<file path="src/stream_find_replace_macros.svh">
// Assertion macros shared by the find and replace block.
`ifndef STREAM_FIND_REPLACE_MACROS_SVH
`define STREAM_FIND_REPLACE_MACROS_SVH

// A condition that holds at every clock edge out of reset.
`define SFR_ASSERT_ALWAYS(label, cond, msg) \
   label: assert property (@(posedge clock) disable iff (reset) (cond)) else $error(msg);

// A condition that holds in the same cycle as its trigger.
`define SFR_ASSERT_SAME(label, ante, cons, msg) \
   label: assert property (@(posedge clock) disable iff (reset) (ante) |-> (cons)) \
      else $error(msg);

// A condition that holds in the cycle after its trigger.
`define SFR_ASSERT_NEXT(label, ante, cons, msg) \
   label: assert property (@(posedge clock) disable iff (reset) (ante) |=> (cons)) \
      else $error(msg);

`endif

</file>
<file path="src/sfr_pkg.sv">
// Types and constants shared by the find and replace block.
`timescale 1ns / 1ps

package sfr_pkg;

   // Sizes of the pattern, the replacement and the byte window.
   localparam int PATTERN_MAX = 8;
   localparam int REPLACE_MAX = 8;
   localparam int BYTE_W      = 8;
   localparam int WIN_DEPTH   = 8;
   localparam int WIN_BITS    = WIN_DEPTH * BYTE_W;
   localparam int LEN_W       = 4;
   localparam int IDX_W       = 3;
   localparam int WORD_W      = 64;

   // Configuration port.
   localparam int CSR_ADDR_W = 5;
   localparam int CSR_DATA_W = 64;

   // Register indexes, taken from paddr[4:3].
   localparam logic [1:0] REG_PATTERN_BYTES      = 2'd0;
   localparam logic [1:0] REG_PATTERN_LENGTH     = 2'd1;
   localparam logic [1:0] REG_REPLACEMENT_BYTES  = 2'd2;
   localparam logic [1:0] REG_REPLACEMENT_LENGTH = 2'd3;

   // One input item.
   typedef struct packed {
      logic [BYTE_W-1:0] in_byte;
      logic              carries_byte;
      logic              in_last;
   } sfr_in_type;

   // One result item.
   typedef struct packed {
      logic [BYTE_W-1:0] out_byte;
      logic              out_has_byte;
      logic              out_last;
   } sfr_out_type;

   // Configuration in force, lengths already saturated.
   typedef struct packed {
      logic [WORD_W-1:0] pattern_bytes;
      logic [LEN_W-1:0]  pattern_length;
      logic [WORD_W-1:0] replacement_bytes;
      logic [LEN_W-1:0]  replacement_length;
   } sfr_cfg_type;

   // Commands from the controller to the datapath.
   typedef struct packed {
      logic             load;
      logic             shift_one;
      logic             shift_pat;
      logic             produce_head;
      logic             produce_repl;
      logic             finish;
      logic             finish_last;
      logic [IDX_W-1:0] repl_idx;
   } sfr_cmd_type;

   // Status from the datapath to the controller.
   typedef struct packed {
      logic len_zero;
      logic len_full;
      logic match_full;
      logic match_prefix;
      logic produce_ok;
      logic out_free;
   } sfr_status_type;

endpackage

</file>
<file path="src/sfr_csr.sv">
// Configuration registers with an APB-style access port.
`timescale 1ns / 1ps

module sfr_csr import sfr_pkg::*; (
   input  logic                  clock,
   input  logic                  reset,
   input  logic                  psel,
   input  logic                  penable,
   input  logic                  pwrite,
   input  logic [CSR_ADDR_W-1:0] paddr,
   input  logic [CSR_DATA_W-1:0] pwdata,
   output logic [CSR_DATA_W-1:0] prdata,
   output logic                  pready,
   output sfr_cfg_type           cfg
);

   logic [WORD_W-1:0] pattern_bytes_ff;
   logic [LEN_W-1:0]  pattern_length_ff;
   logic [WORD_W-1:0] replacement_bytes_ff;
   logic [LEN_W-1:0]  replacement_length_ff;
   logic [1:0]        reg_idx;
   logic              wr_en;

   assign pready  = 1'b1;
   assign reg_idx = paddr[CSR_ADDR_W-1:3];
   assign wr_en   = psel && penable && pwrite;

   // Register writes in the access cycle.
   always_ff @(posedge clock) begin
      if (reset) begin
         pattern_bytes_ff      <= '0;
         pattern_length_ff     <= '0;
         replacement_bytes_ff  <= '0;
         replacement_length_ff <= '0;
      end else if (wr_en) begin
         unique case (reg_idx)
            REG_PATTERN_BYTES:      pattern_bytes_ff      <= pwdata;
            REG_PATTERN_LENGTH:     pattern_length_ff     <= pwdata[LEN_W-1:0];
            REG_REPLACEMENT_BYTES:  replacement_bytes_ff  <= pwdata;
            REG_REPLACEMENT_LENGTH: replacement_length_ff <= pwdata[LEN_W-1:0];
         endcase
      end
   end

   // Read back of the raw register values.
   always_comb begin
      unique case (reg_idx)
         REG_PATTERN_BYTES:      prdata = pattern_bytes_ff;
         REG_PATTERN_LENGTH:     prdata = CSR_DATA_W'(pattern_length_ff);
         REG_REPLACEMENT_BYTES:  prdata = replacement_bytes_ff;
         REG_REPLACEMENT_LENGTH: prdata = CSR_DATA_W'(replacement_length_ff);
      endcase
   end

   // Lengths above the maximum count as the maximum.
   always_comb begin
      cfg.pattern_bytes      = pattern_bytes_ff;
      cfg.replacement_bytes  = replacement_bytes_ff;
      cfg.pattern_length     = (pattern_length_ff > LEN_W'(PATTERN_MAX)) ?
                               LEN_W'(PATTERN_MAX) : pattern_length_ff;
      cfg.replacement_length = (replacement_length_ff > LEN_W'(REPLACE_MAX)) ?
                               LEN_W'(REPLACE_MAX) : replacement_length_ff;
   end

endmodule

</file>
<file path="src/sfr_datapath.sv">
// Byte window, pattern comparator and result staging of the find and replace block.
`timescale 1ns / 1ps

module sfr_datapath import sfr_pkg::*; (
   input  logic           clock,
   input  logic           reset,
   input  sfr_cfg_type    cfg,
   input  sfr_in_type     req_data,
   input  sfr_cmd_type    cmd,
   output sfr_status_type status,
   output logic           rsp_valid,
   output sfr_out_type    rsp_data,
   input  logic           rsp_stall
);

`include "stream_find_replace_macros.svh"

   logic [WIN_BITS-1:0] win_ff, win_in;
   logic [LEN_W-1:0]    len_ff, len_in;
   logic [BYTE_W-1:0]   hold_ff, hold_in;
   logic                hold_valid_ff, hold_valid_in;
   sfr_out_type         out_ff, out_in;
   logic                out_valid_ff, out_valid_in;

   logic [LEN_W-1:0]    cmp_len;
   logic [WIN_DEPTH-1:0] byte_ok;
   logic                eq;
   logic                out_free;
   logic                produce;
   logic [BYTE_W-1:0]   produce_byte;

   // Compare the head of the window with the pattern over min(len, plen) bytes.
   always_comb begin
      cmp_len = (len_ff < cfg.pattern_length) ? len_ff : cfg.pattern_length;
      for (int i = 0; i < WIN_DEPTH; i++) begin
         byte_ok[i] = (LEN_W'(i) >= cmp_len) ||
                      (win_ff[i*BYTE_W +: BYTE_W] == cfg.pattern_bytes[i*BYTE_W +: BYTE_W]);
      end
      eq = &byte_ok;
   end

   assign out_free     = !out_valid_ff || !rsp_stall;
   assign produce      = cmd.produce_head || cmd.produce_repl;
   assign produce_byte = cmd.produce_head ? win_ff[BYTE_W-1:0] :
                         cfg.replacement_bytes[cmd.repl_idx*BYTE_W +: BYTE_W];

   always_comb begin
      status.len_zero     = (len_ff == '0);
      status.len_full     = (len_ff == LEN_W'(WIN_DEPTH));
      status.match_full   = (cfg.pattern_length != '0) && eq && (len_ff >= cfg.pattern_length);
      status.match_prefix = (cfg.pattern_length != '0) && eq && (len_ff < cfg.pattern_length);
      status.produce_ok   = !hold_valid_ff || out_free;
      status.out_free     = out_free;
   end

   // Window update: append the new byte, or drop bytes from the head.
   always_comb begin
      win_in = win_ff;
      len_in = len_ff;
      if (cmd.load) begin
         if (req_data.carries_byte) begin
            win_in[{len_ff[IDX_W-1:0], 3'b000} +: BYTE_W] = req_data.in_byte;
            len_in = len_ff + LEN_W'(1);
         end
      end else if (cmd.shift_one) begin
         win_in = win_ff >> BYTE_W;
         len_in = len_ff - LEN_W'(1);
      end else if (cmd.shift_pat) begin
         win_in = win_ff >> {cfg.pattern_length, 3'b000};
         len_in = len_ff - cfg.pattern_length;
      end
   end

   // Result staging: one result is held back so that the end flag can go on the final one.
   always_comb begin
      hold_in       = hold_ff;
      hold_valid_in = hold_valid_ff;
      out_in        = out_ff;
      out_valid_in  = out_valid_ff && rsp_stall;
      if (produce) begin
         if (hold_valid_ff) begin
            out_in       = '{out_byte: hold_ff, out_has_byte: 1'b1, out_last: 1'b0};
            out_valid_in = 1'b1;
         end
         hold_in       = produce_byte;
         hold_valid_in = 1'b1;
      end else if (cmd.finish) begin
         if (hold_valid_ff) begin
            out_in       = '{out_byte: hold_ff, out_has_byte: 1'b1,
                             out_last: cmd.finish_last};
            out_valid_in = 1'b1;
         end else if (cmd.finish_last) begin
            out_in       = '{out_byte: '0, out_has_byte: 1'b0, out_last: 1'b1};
            out_valid_in = 1'b1;
         end
         hold_valid_in = 1'b0;
      end
   end

   always_ff @(posedge clock) begin
      if (reset) begin
         len_ff        <= '0;
         hold_valid_ff <= 1'b0;
         out_valid_ff  <= 1'b0;
      end else begin
         len_ff        <= len_in;
         hold_valid_ff <= hold_valid_in;
         out_valid_ff  <= out_valid_in;
      end
      win_ff  <= win_in;
      hold_ff <= hold_in;
      out_ff  <= out_in;
   end

   assign rsp_valid = out_valid_ff;
   assign rsp_data  = out_ff;

   `SFR_ASSERT_SAME(a_produce_has_room, produce, status.produce_ok,
                    "result produced with the staging slots full")
   `SFR_ASSERT_ALWAYS(a_len_in_range, len_ff <= LEN_W'(WIN_DEPTH),
                      "window count beyond the window depth")
   `SFR_ASSERT_NEXT(a_finish_empties_hold, cmd.finish, !hold_valid_ff,
                    "held result left behind at the end of an item")

endmodule

</file>
<file path="src/sfr_ctrl.sv">
// Sequencer that steps the datapath through one item at a time.
`timescale 1ns / 1ps

module sfr_ctrl import sfr_pkg::*; (
   input  logic           clock,
   input  logic           reset,
   input  sfr_cfg_type    cfg,
   input  logic           req_valid,
   input  sfr_in_type     req_data,
   output logic           req_stall,
   input  sfr_status_type status,
   output sfr_cmd_type    cmd
);

   typedef enum logic [1:0] {
      ST_IDLE,
      ST_SCAN,
      ST_REPL,
      ST_FINISH
   } state_type;

   state_type        state_ff, state_in;
   logic [IDX_W-1:0] ridx_ff, ridx_in;
   logic             last_ff, last_in;
   logic             flushing_ff, flushing_in;
   logic             repl_done;

   assign req_stall = (state_ff != ST_IDLE);
   assign repl_done = (({1'b0, ridx_ff} + LEN_W'(1)) == cfg.replacement_length);

   // Next state and commands.
   always_comb begin
      state_in    = state_ff;
      ridx_in     = ridx_ff;
      last_in     = last_ff;
      flushing_in = flushing_ff;
      cmd             = '0;
      cmd.finish_last = last_ff;
      cmd.repl_idx    = ridx_ff;
      unique case (state_ff)
         ST_IDLE: begin
            if (req_valid) begin
               cmd.load    = 1'b1;
               last_in     = req_data.in_last;
               flushing_in = 1'b0;
               state_in    = ST_SCAN;
            end
         end
         ST_SCAN: begin
            priority if (status.len_zero) begin
               state_in = ST_FINISH;
            end else if (flushing_ff) begin
               if (status.produce_ok) begin
                  cmd.produce_head = 1'b1;
                  cmd.shift_one    = 1'b1;
               end
            end else if (status.match_full) begin
               cmd.shift_pat = 1'b1;
               ridx_in       = '0;
               if (cfg.replacement_length != '0) begin
                  state_in = ST_REPL;
               end else if (last_ff) begin
                  flushing_in = 1'b1;
               end else begin
                  state_in = ST_FINISH;
               end
            end else if (status.match_prefix) begin
               // The rest may still start an occurrence: keep it, or flush at the end.
               if (last_ff) begin
                  flushing_in = 1'b1;
               end else begin
                  state_in = ST_FINISH;
               end
            end else begin
               if (status.produce_ok) begin
                  cmd.produce_head = 1'b1;
                  cmd.shift_one    = 1'b1;
               end
            end
         end
         ST_REPL: begin
            if (status.produce_ok) begin
               cmd.produce_repl = 1'b1;
               if (repl_done) begin
                  if (last_ff) begin
                     flushing_in = 1'b1;
                     state_in    = ST_SCAN;
                  end else begin
                     state_in = ST_FINISH;
                  end
               end else begin
                  ridx_in = ridx_ff + IDX_W'(1);
               end
            end
         end
         ST_FINISH: begin
            if (status.out_free) begin
               cmd.finish  = 1'b1;
               flushing_in = 1'b0;
               state_in    = ST_IDLE;
            end
         end
         default: state_in = ST_IDLE;
      endcase
   end

   always_ff @(posedge clock) begin
      if (reset) begin
         state_ff    <= ST_IDLE;
         ridx_ff     <= '0;
         last_ff     <= 1'b0;
         flushing_ff <= 1'b0;
      end else begin
         state_ff    <= state_in;
         ridx_ff     <= ridx_in;
         last_ff     <= last_in;
         flushing_ff <= flushing_in;
      end
   end

endmodule

</file>
<file path="src/stream_find_replace.sv">
// The first result of an item is held in the staging register, then moves to the output register.
// The sequencer gives at most one result byte per cycle.
// Output stalls hold the sequencer; a new item is taken only when the previous one is done.
// Reset (synchronous, active high) empties the byte window, idles the sequencer and clears the
// configuration; the byte and result data registers keep their contents.
`timescale 1ns / 1ps

module stream_find_replace import sfr_pkg::*; (
   input  logic                  clock,
   input  logic                  reset,
   input  logic                  req_valid,
   input  sfr_in_type            req_data,
   output logic                  req_stall,
   output logic                  rsp_valid,
   output sfr_out_type           rsp_data,
   input  logic                  rsp_stall,
   input  logic                  psel,
   input  logic                  penable,
   input  logic                  pwrite,
   input  logic [CSR_ADDR_W-1:0] paddr,
   input  logic [CSR_DATA_W-1:0] pwdata,
   output logic [CSR_DATA_W-1:0] prdata,
   output logic                  pready
);

`include "stream_find_replace_macros.svh"

   sfr_cfg_type    cfg;
   sfr_cmd_type    cmd;
   sfr_status_type status;

   // Configuration registers.
   sfr_csr u_csr (
      .clock   (clock),
      .reset   (reset),
      .psel    (psel),
      .penable (penable),
      .pwrite  (pwrite),
      .paddr   (paddr),
      .pwdata  (pwdata),
      .prdata  (prdata),
      .pready  (pready),
      .cfg     (cfg)
   );

   // Sequencer.
   sfr_ctrl u_ctrl (
      .clock     (clock),
      .reset     (reset),
      .cfg       (cfg),
      .req_valid (req_valid),
      .req_data  (req_data),
      .req_stall (req_stall),
      .status    (status),
      .cmd       (cmd)
   );

   // Window, comparator and result registers.
   sfr_datapath u_datapath (
      .clock     (clock),
      .reset     (reset),
      .cfg       (cfg),
      .req_data  (req_data),
      .cmd       (cmd),
      .status    (status),
      .rsp_valid (rsp_valid),
      .rsp_data  (rsp_data),
      .rsp_stall (rsp_stall)
   );

   `SFR_ASSERT_SAME(a_idle_window_fits, !req_stall, !status.len_full,
                    "more bytes waiting than the partial match buffer holds")
   `SFR_ASSERT_NEXT(a_busy_after_accept, req_valid && !req_stall, req_stall,
                    "second item taken while the first is still in work")

endmodule

</file>
<file path="config.mk">
export PLATFORM = sky130hd
export DESIGN_NAME = stream_find_replace
export DESIGN_NICKNAME = d
export VERILOG_FILES = /design/src/sfr_pkg.sv /design/src/sfr_csr.sv /design/src/sfr_datapath.sv /design/src/sfr_ctrl.sv /design/src/stream_find_replace.sv
export VERILOG_INCLUDE_DIRS = /design/src /design/src/src
export SDC_FILE = /design/constraint.sdc
export NUM_CORES = 1
export LEC_CHECK = 0
export BUFFER_PORTS_ARGS = -buffer_cell sky130_fd_sc_hd__buf_2
export CORE_MARGIN = 10
export CORE_UTILIZATION = 55
export CTS_BUF_LIST = sky130_fd_sc_hd__clkbuf_4 sky130_fd_sc_hd__clkbuf_8 sky130_fd_sc_hd__clkbuf_16
export CTS_CLUSTER_DIAMETER = 100
export DETAILED_ROUTE_END_ITERATION = 8
export HOLD_SLACK_MARGIN = 0.1
export PLACE_DENSITY_LB_ADDON = 0.3
export SYNTH_ARGS = -nofsm -noshare
export SYNTH_HDL_FRONTEND = slang
export SYNTH_SLANG_ARGS = --single-unit
</file>
<file path="constraint.sdc">
create_clock -name clock -period 11.1 [get_ports clock]
set_input_delay 2.22 -clock clock [delete_from_list [all_inputs] [get_ports clock]]
set_output_delay 2.22 -clock clock [all_outputs]
set_load 0.1 [all_outputs]
</file>
==> parameters.txt <==
Parameter                              Value

Outcome
  Status    completed

Clocking
  Deepest clock path buffer count    3
  Root Buffer Master    sky130_fd_sc_hd__clkbuf_16
  CTS Sinks    231
  Setup fix buffers added after clock tree synthesis    0
  TritonCTS buffer count    26
  TritonCTS clock tree    built
  Total of hold buffers inserted after clock tree synthesis    0
  Clock insertion delay at the later pin of the skew report    0.54 ns
  Count of H-tree levels built during CTS    1
  Clk slew on worst S/H paths    0.06 ns
  Gates resized, CTS repair    0

STA
  Number of max-slew violations in the final report    0
  TNS Setup    0 ns
  RSZ-0062 raised after global routing    no
  Final-report hold violation count    0
  Worst slew pin tran    1.18 ns
  Max transition margin    0.205
  Post-Route Skew    0.0223 ns
  Period utilization    0.576
  Final Critical Period    6.40 ns
  Post-layout worst setup margin    4.70 ns
  Hold Slack    0.473 ns
  Final setup violation count    0
  Maximum achievable frequency    0.156 GHz

Power and ir drop
  Maximum ir drop on the vdd rail    0.214 mV
  Proportion of power drawn by combinational gates    0.289
  Sequential share of power    0.408
  Total power of the final layout    0.00287 W
  PwrDens    183 nW/um^2
  Reported net switching power    0.00104 W
  Switching power as a share of total power    0.362
  Design internal power    0.00183 W
  Cell leakage power    6.13 nW
  Clock network power share    0.303

Critical path
  Startpoint-to-endpoint class of the critical path    in2out
  Required time reported for the critical path endpoint    8.88 ns
  Worst setup EP type    primary output
  Critical Path Start Type    primary input
  CP max FO    58
  Data arrival at the endpoint of the critical path    4.18 ns

Synthesis
  Area share of the largest cell type after synthesis    0.214
  Flip-flop cell with the highest count after synthesis    sky130_fd_sc_hd__dfxtp_1
  Post-synthesis sequential element count    231
  Synthesized area    13900 um^2
  Most common library cells after synthesis    sky130_fd_sc_hd__nand2_1 (407), sky130_fd_sc_hd__a21oi_1 (217), sky130_fd_sc_hd__nor2_1 (154)
  Leading cell type by number of instances after synthesis    sky130_fd_sc_hd__nand2_1
  Yosys warning count    0
  Number of different library cells in the post-synthesis netlist    78
  Proportion of register bits with asynchronous set or reset after synthesis    0
  Top cell type by total area after synthesis    sky130_fd_sc_hd__dfxtp_1
  Mean instance size in the synthesized netlist    8.22 um^2
  Cell types occupying the most area after synthesis    sky130_fd_sc_hd__dfxtp_1 (21%), sky130_fd_sc_hd__edfxtp_1 (18%), sky130_fd_sc_hd__nand2_1 (11%)
  Number of synthesized flops with an enable pin    82
  Seq/Total Area, Yosys    0.391
  Mapped Nets    1797
  Mapped Cells    1695

Placed design
  Half-perimeter wire length after detailed placement    33700 um
  Post-placement setup slack    4.76 ns
  Placer congestion estimate    0.934
  Port bufs    158

GRT
  Initial antenna violation count    2
  Maximum number of pins on one net before global-route repair    102
  Number of global-route vias before repair    12500
  Overflow after GRT    0
  Total GRT Usage    0.291
  First-pass GRT wire length    73300 um

Route
  TritonRoute pass-1 iters    5
  DRT antenna net count    0
  Average detailed-routed wire length per instance    22.6 um
  # DRC    0
  Via total after detailed routing    13300
  Total wirelength of the detailed-routed design    47900 um
  Drt first-iter violations    1793
  Detailed-route vias per instance    6.29

Min path
  Worst min-delay path category    reg2reg

Floorplanning
  Core area    25000 um^2
  DIE HEIGHT    179 um
  Boundary Pins    163
  Die area    32100 um^2
  Placement row count    58
  Starting density of the core    0.556
  Horizontal die dimension    179 um

Finish
  Number of diodes    0
  Total number of nets in the final design    1877
  Layout cells sized above 1    0.153
  Area growth syn-to-layout    12.5%
  Number of fillers in the final layout    2194

Job
  Max_cap viols    0
-- flip-flops by register name, indices dropped and copies added (netlist names) --
| name | cells |
|---|---|
| u_ctrl.last_ff | 1 |
| u_datapath.len_ff | 4 |
| u_datapath.hold_valid_ff | 1 |
| u_datapath.rsp_data | 10 |
| u_csr.replacement_bytes_ff | 64 |
| u_datapath.win_ff | 64 |
| u_datapath.hold_ff | 8 |
| u_ctrl.flushing_ff | 1 |
| u_ctrl.ridx_ff | 3 |
| u_datapath.rsp_valid | 1 |
| u_csr.pattern_bytes_ff | 64 |
| u_csr.replacement_length_ff | 4 |
| u_ctrl.state_ff | 2 |
| u_csr.pattern_length_ff | 4 |
-- layout by cell type, fill, tap and decap left out, drive strengths merged, types with 4 or more instances in the layout --
master,instances
nor4,13
xnor2,42
a31oi,7
ha,15
o211ai,9
nand3,26
a221oi,18
edfxtp,82
a22o,7
o21ai,64
and2,10
inv,26
clkinv,5
mux2i,127
a21o,4
and3,5
nor2b,20
a32oi,8
clkbuf,38
o22ai,5
nand2,409
nor3,10
nor2,155
mux2,13
xor2,26
a21oi,219
buf,175
and2b,4
dfxtp,149
a211oi,22
nand2b,4
a22oi,4
mux4,20
nand4,11
-- layout make-up --
class | count | area (um^2) | share of cell area
clock buffers | 38 | 817 | 0.0521
well taps | 330 | 413 | 0.0264
flip-flops and latches | 231 | 5450 | 0.348
inverters | 25 | 93.8 | 0.00599
clock inverters | 8 | 51.3 | 0.00327
repair buffers | 175 | 923 | 0.0589
multi-input cells | 1316 | 7920 | 0.506
-- worst paths after layout --
check                                                   from                                    endpoint  slack, ns  cells past startpoint
hold / removal    u_csr.replacement_bytes_ff[9]$_SDFFE_PP0P_  u_csr.replacement_bytes_ff[9]$_SDFFE_PP0P_       0.47                      2
hold reg to reg   u_csr.replacement_bytes_ff[9]$_SDFFE_PP0P_  u_csr.replacement_bytes_ff[9]$_SDFFE_PP0P_       0.47                      2
setup / recovery                                    paddr[4]                                  prdata[49]       4.70                      5
setup reg to reg     u_csr.pattern_length_ff[3]$_SDFFE_PP0P_             u_datapath.win_ff[51]$_DFFE_PP_       5.12                     16
-- cell families (layout without fill, tap and decap cells) --
kind of cell,after synthesis,count (layout),share of synthesized area
buffers and inverters,148,246,0.0429
xor gates and xnor gates,68,68,0.0428
and+or+nand+nor,678,678,0.206
AOI/OAI and AO/OA,393,393,0.168
DFF,231,231,0.391
other,1,1,0.000269
muxes,160,160,0.134
adders and majority gates,16,16,0.0149
-- critical path, cell delays in order --
cell and delay, ns:
sky130_fd_sc_hd__buf_4 0.19, sky130_fd_sc_hd__buf_4 0.79, sky130_fd_sc_hd__mux2i_1 0.23, sky130_fd_sc_hd__nor2_1 0.15, sky130_fd_sc_hd__buf_2 0.45
-- metal layers --
metal  global-route usage  vias to the layer above  wire length (um)
met4                0.106                        4              1880
met1                0.373                     6338             18600
met3               0.0505                      132              4700
li1                     -                     6101                 -
met2                0.482                      771             22700
met5                    0                        -                30
-- power groups by stage --
stage | Combinational (W) | Clock, W | Sequential, W
detailed placement | 0.000813 | 0 | 0.00118
CTS | 0.000818 | 0.000873 | 0.00116
floorplan | 0.000598 | 0 | 0.00116
finish | 0.000829 | 0.000869 | 0.00117
global placement | 0.000792 | 0 | 0.00118
global route | 0.000902 | 0.000907 | 0.00117
-- metrics by stage --
step | instance area (um^2) | cells | utilization
final | 15700 | 2123 | 0.626
after floorplan | 13900 | 1695 | -
after detailed placement | 14800 | 2077 | 0.591
after CTS | 15700 | 2123 | 0.626
after global placement | 14800 | 2077 | 0.591
after global routing | 15700 | 2123 | 0.626
No activity file was read; power rests on OpenSTA's default activity.
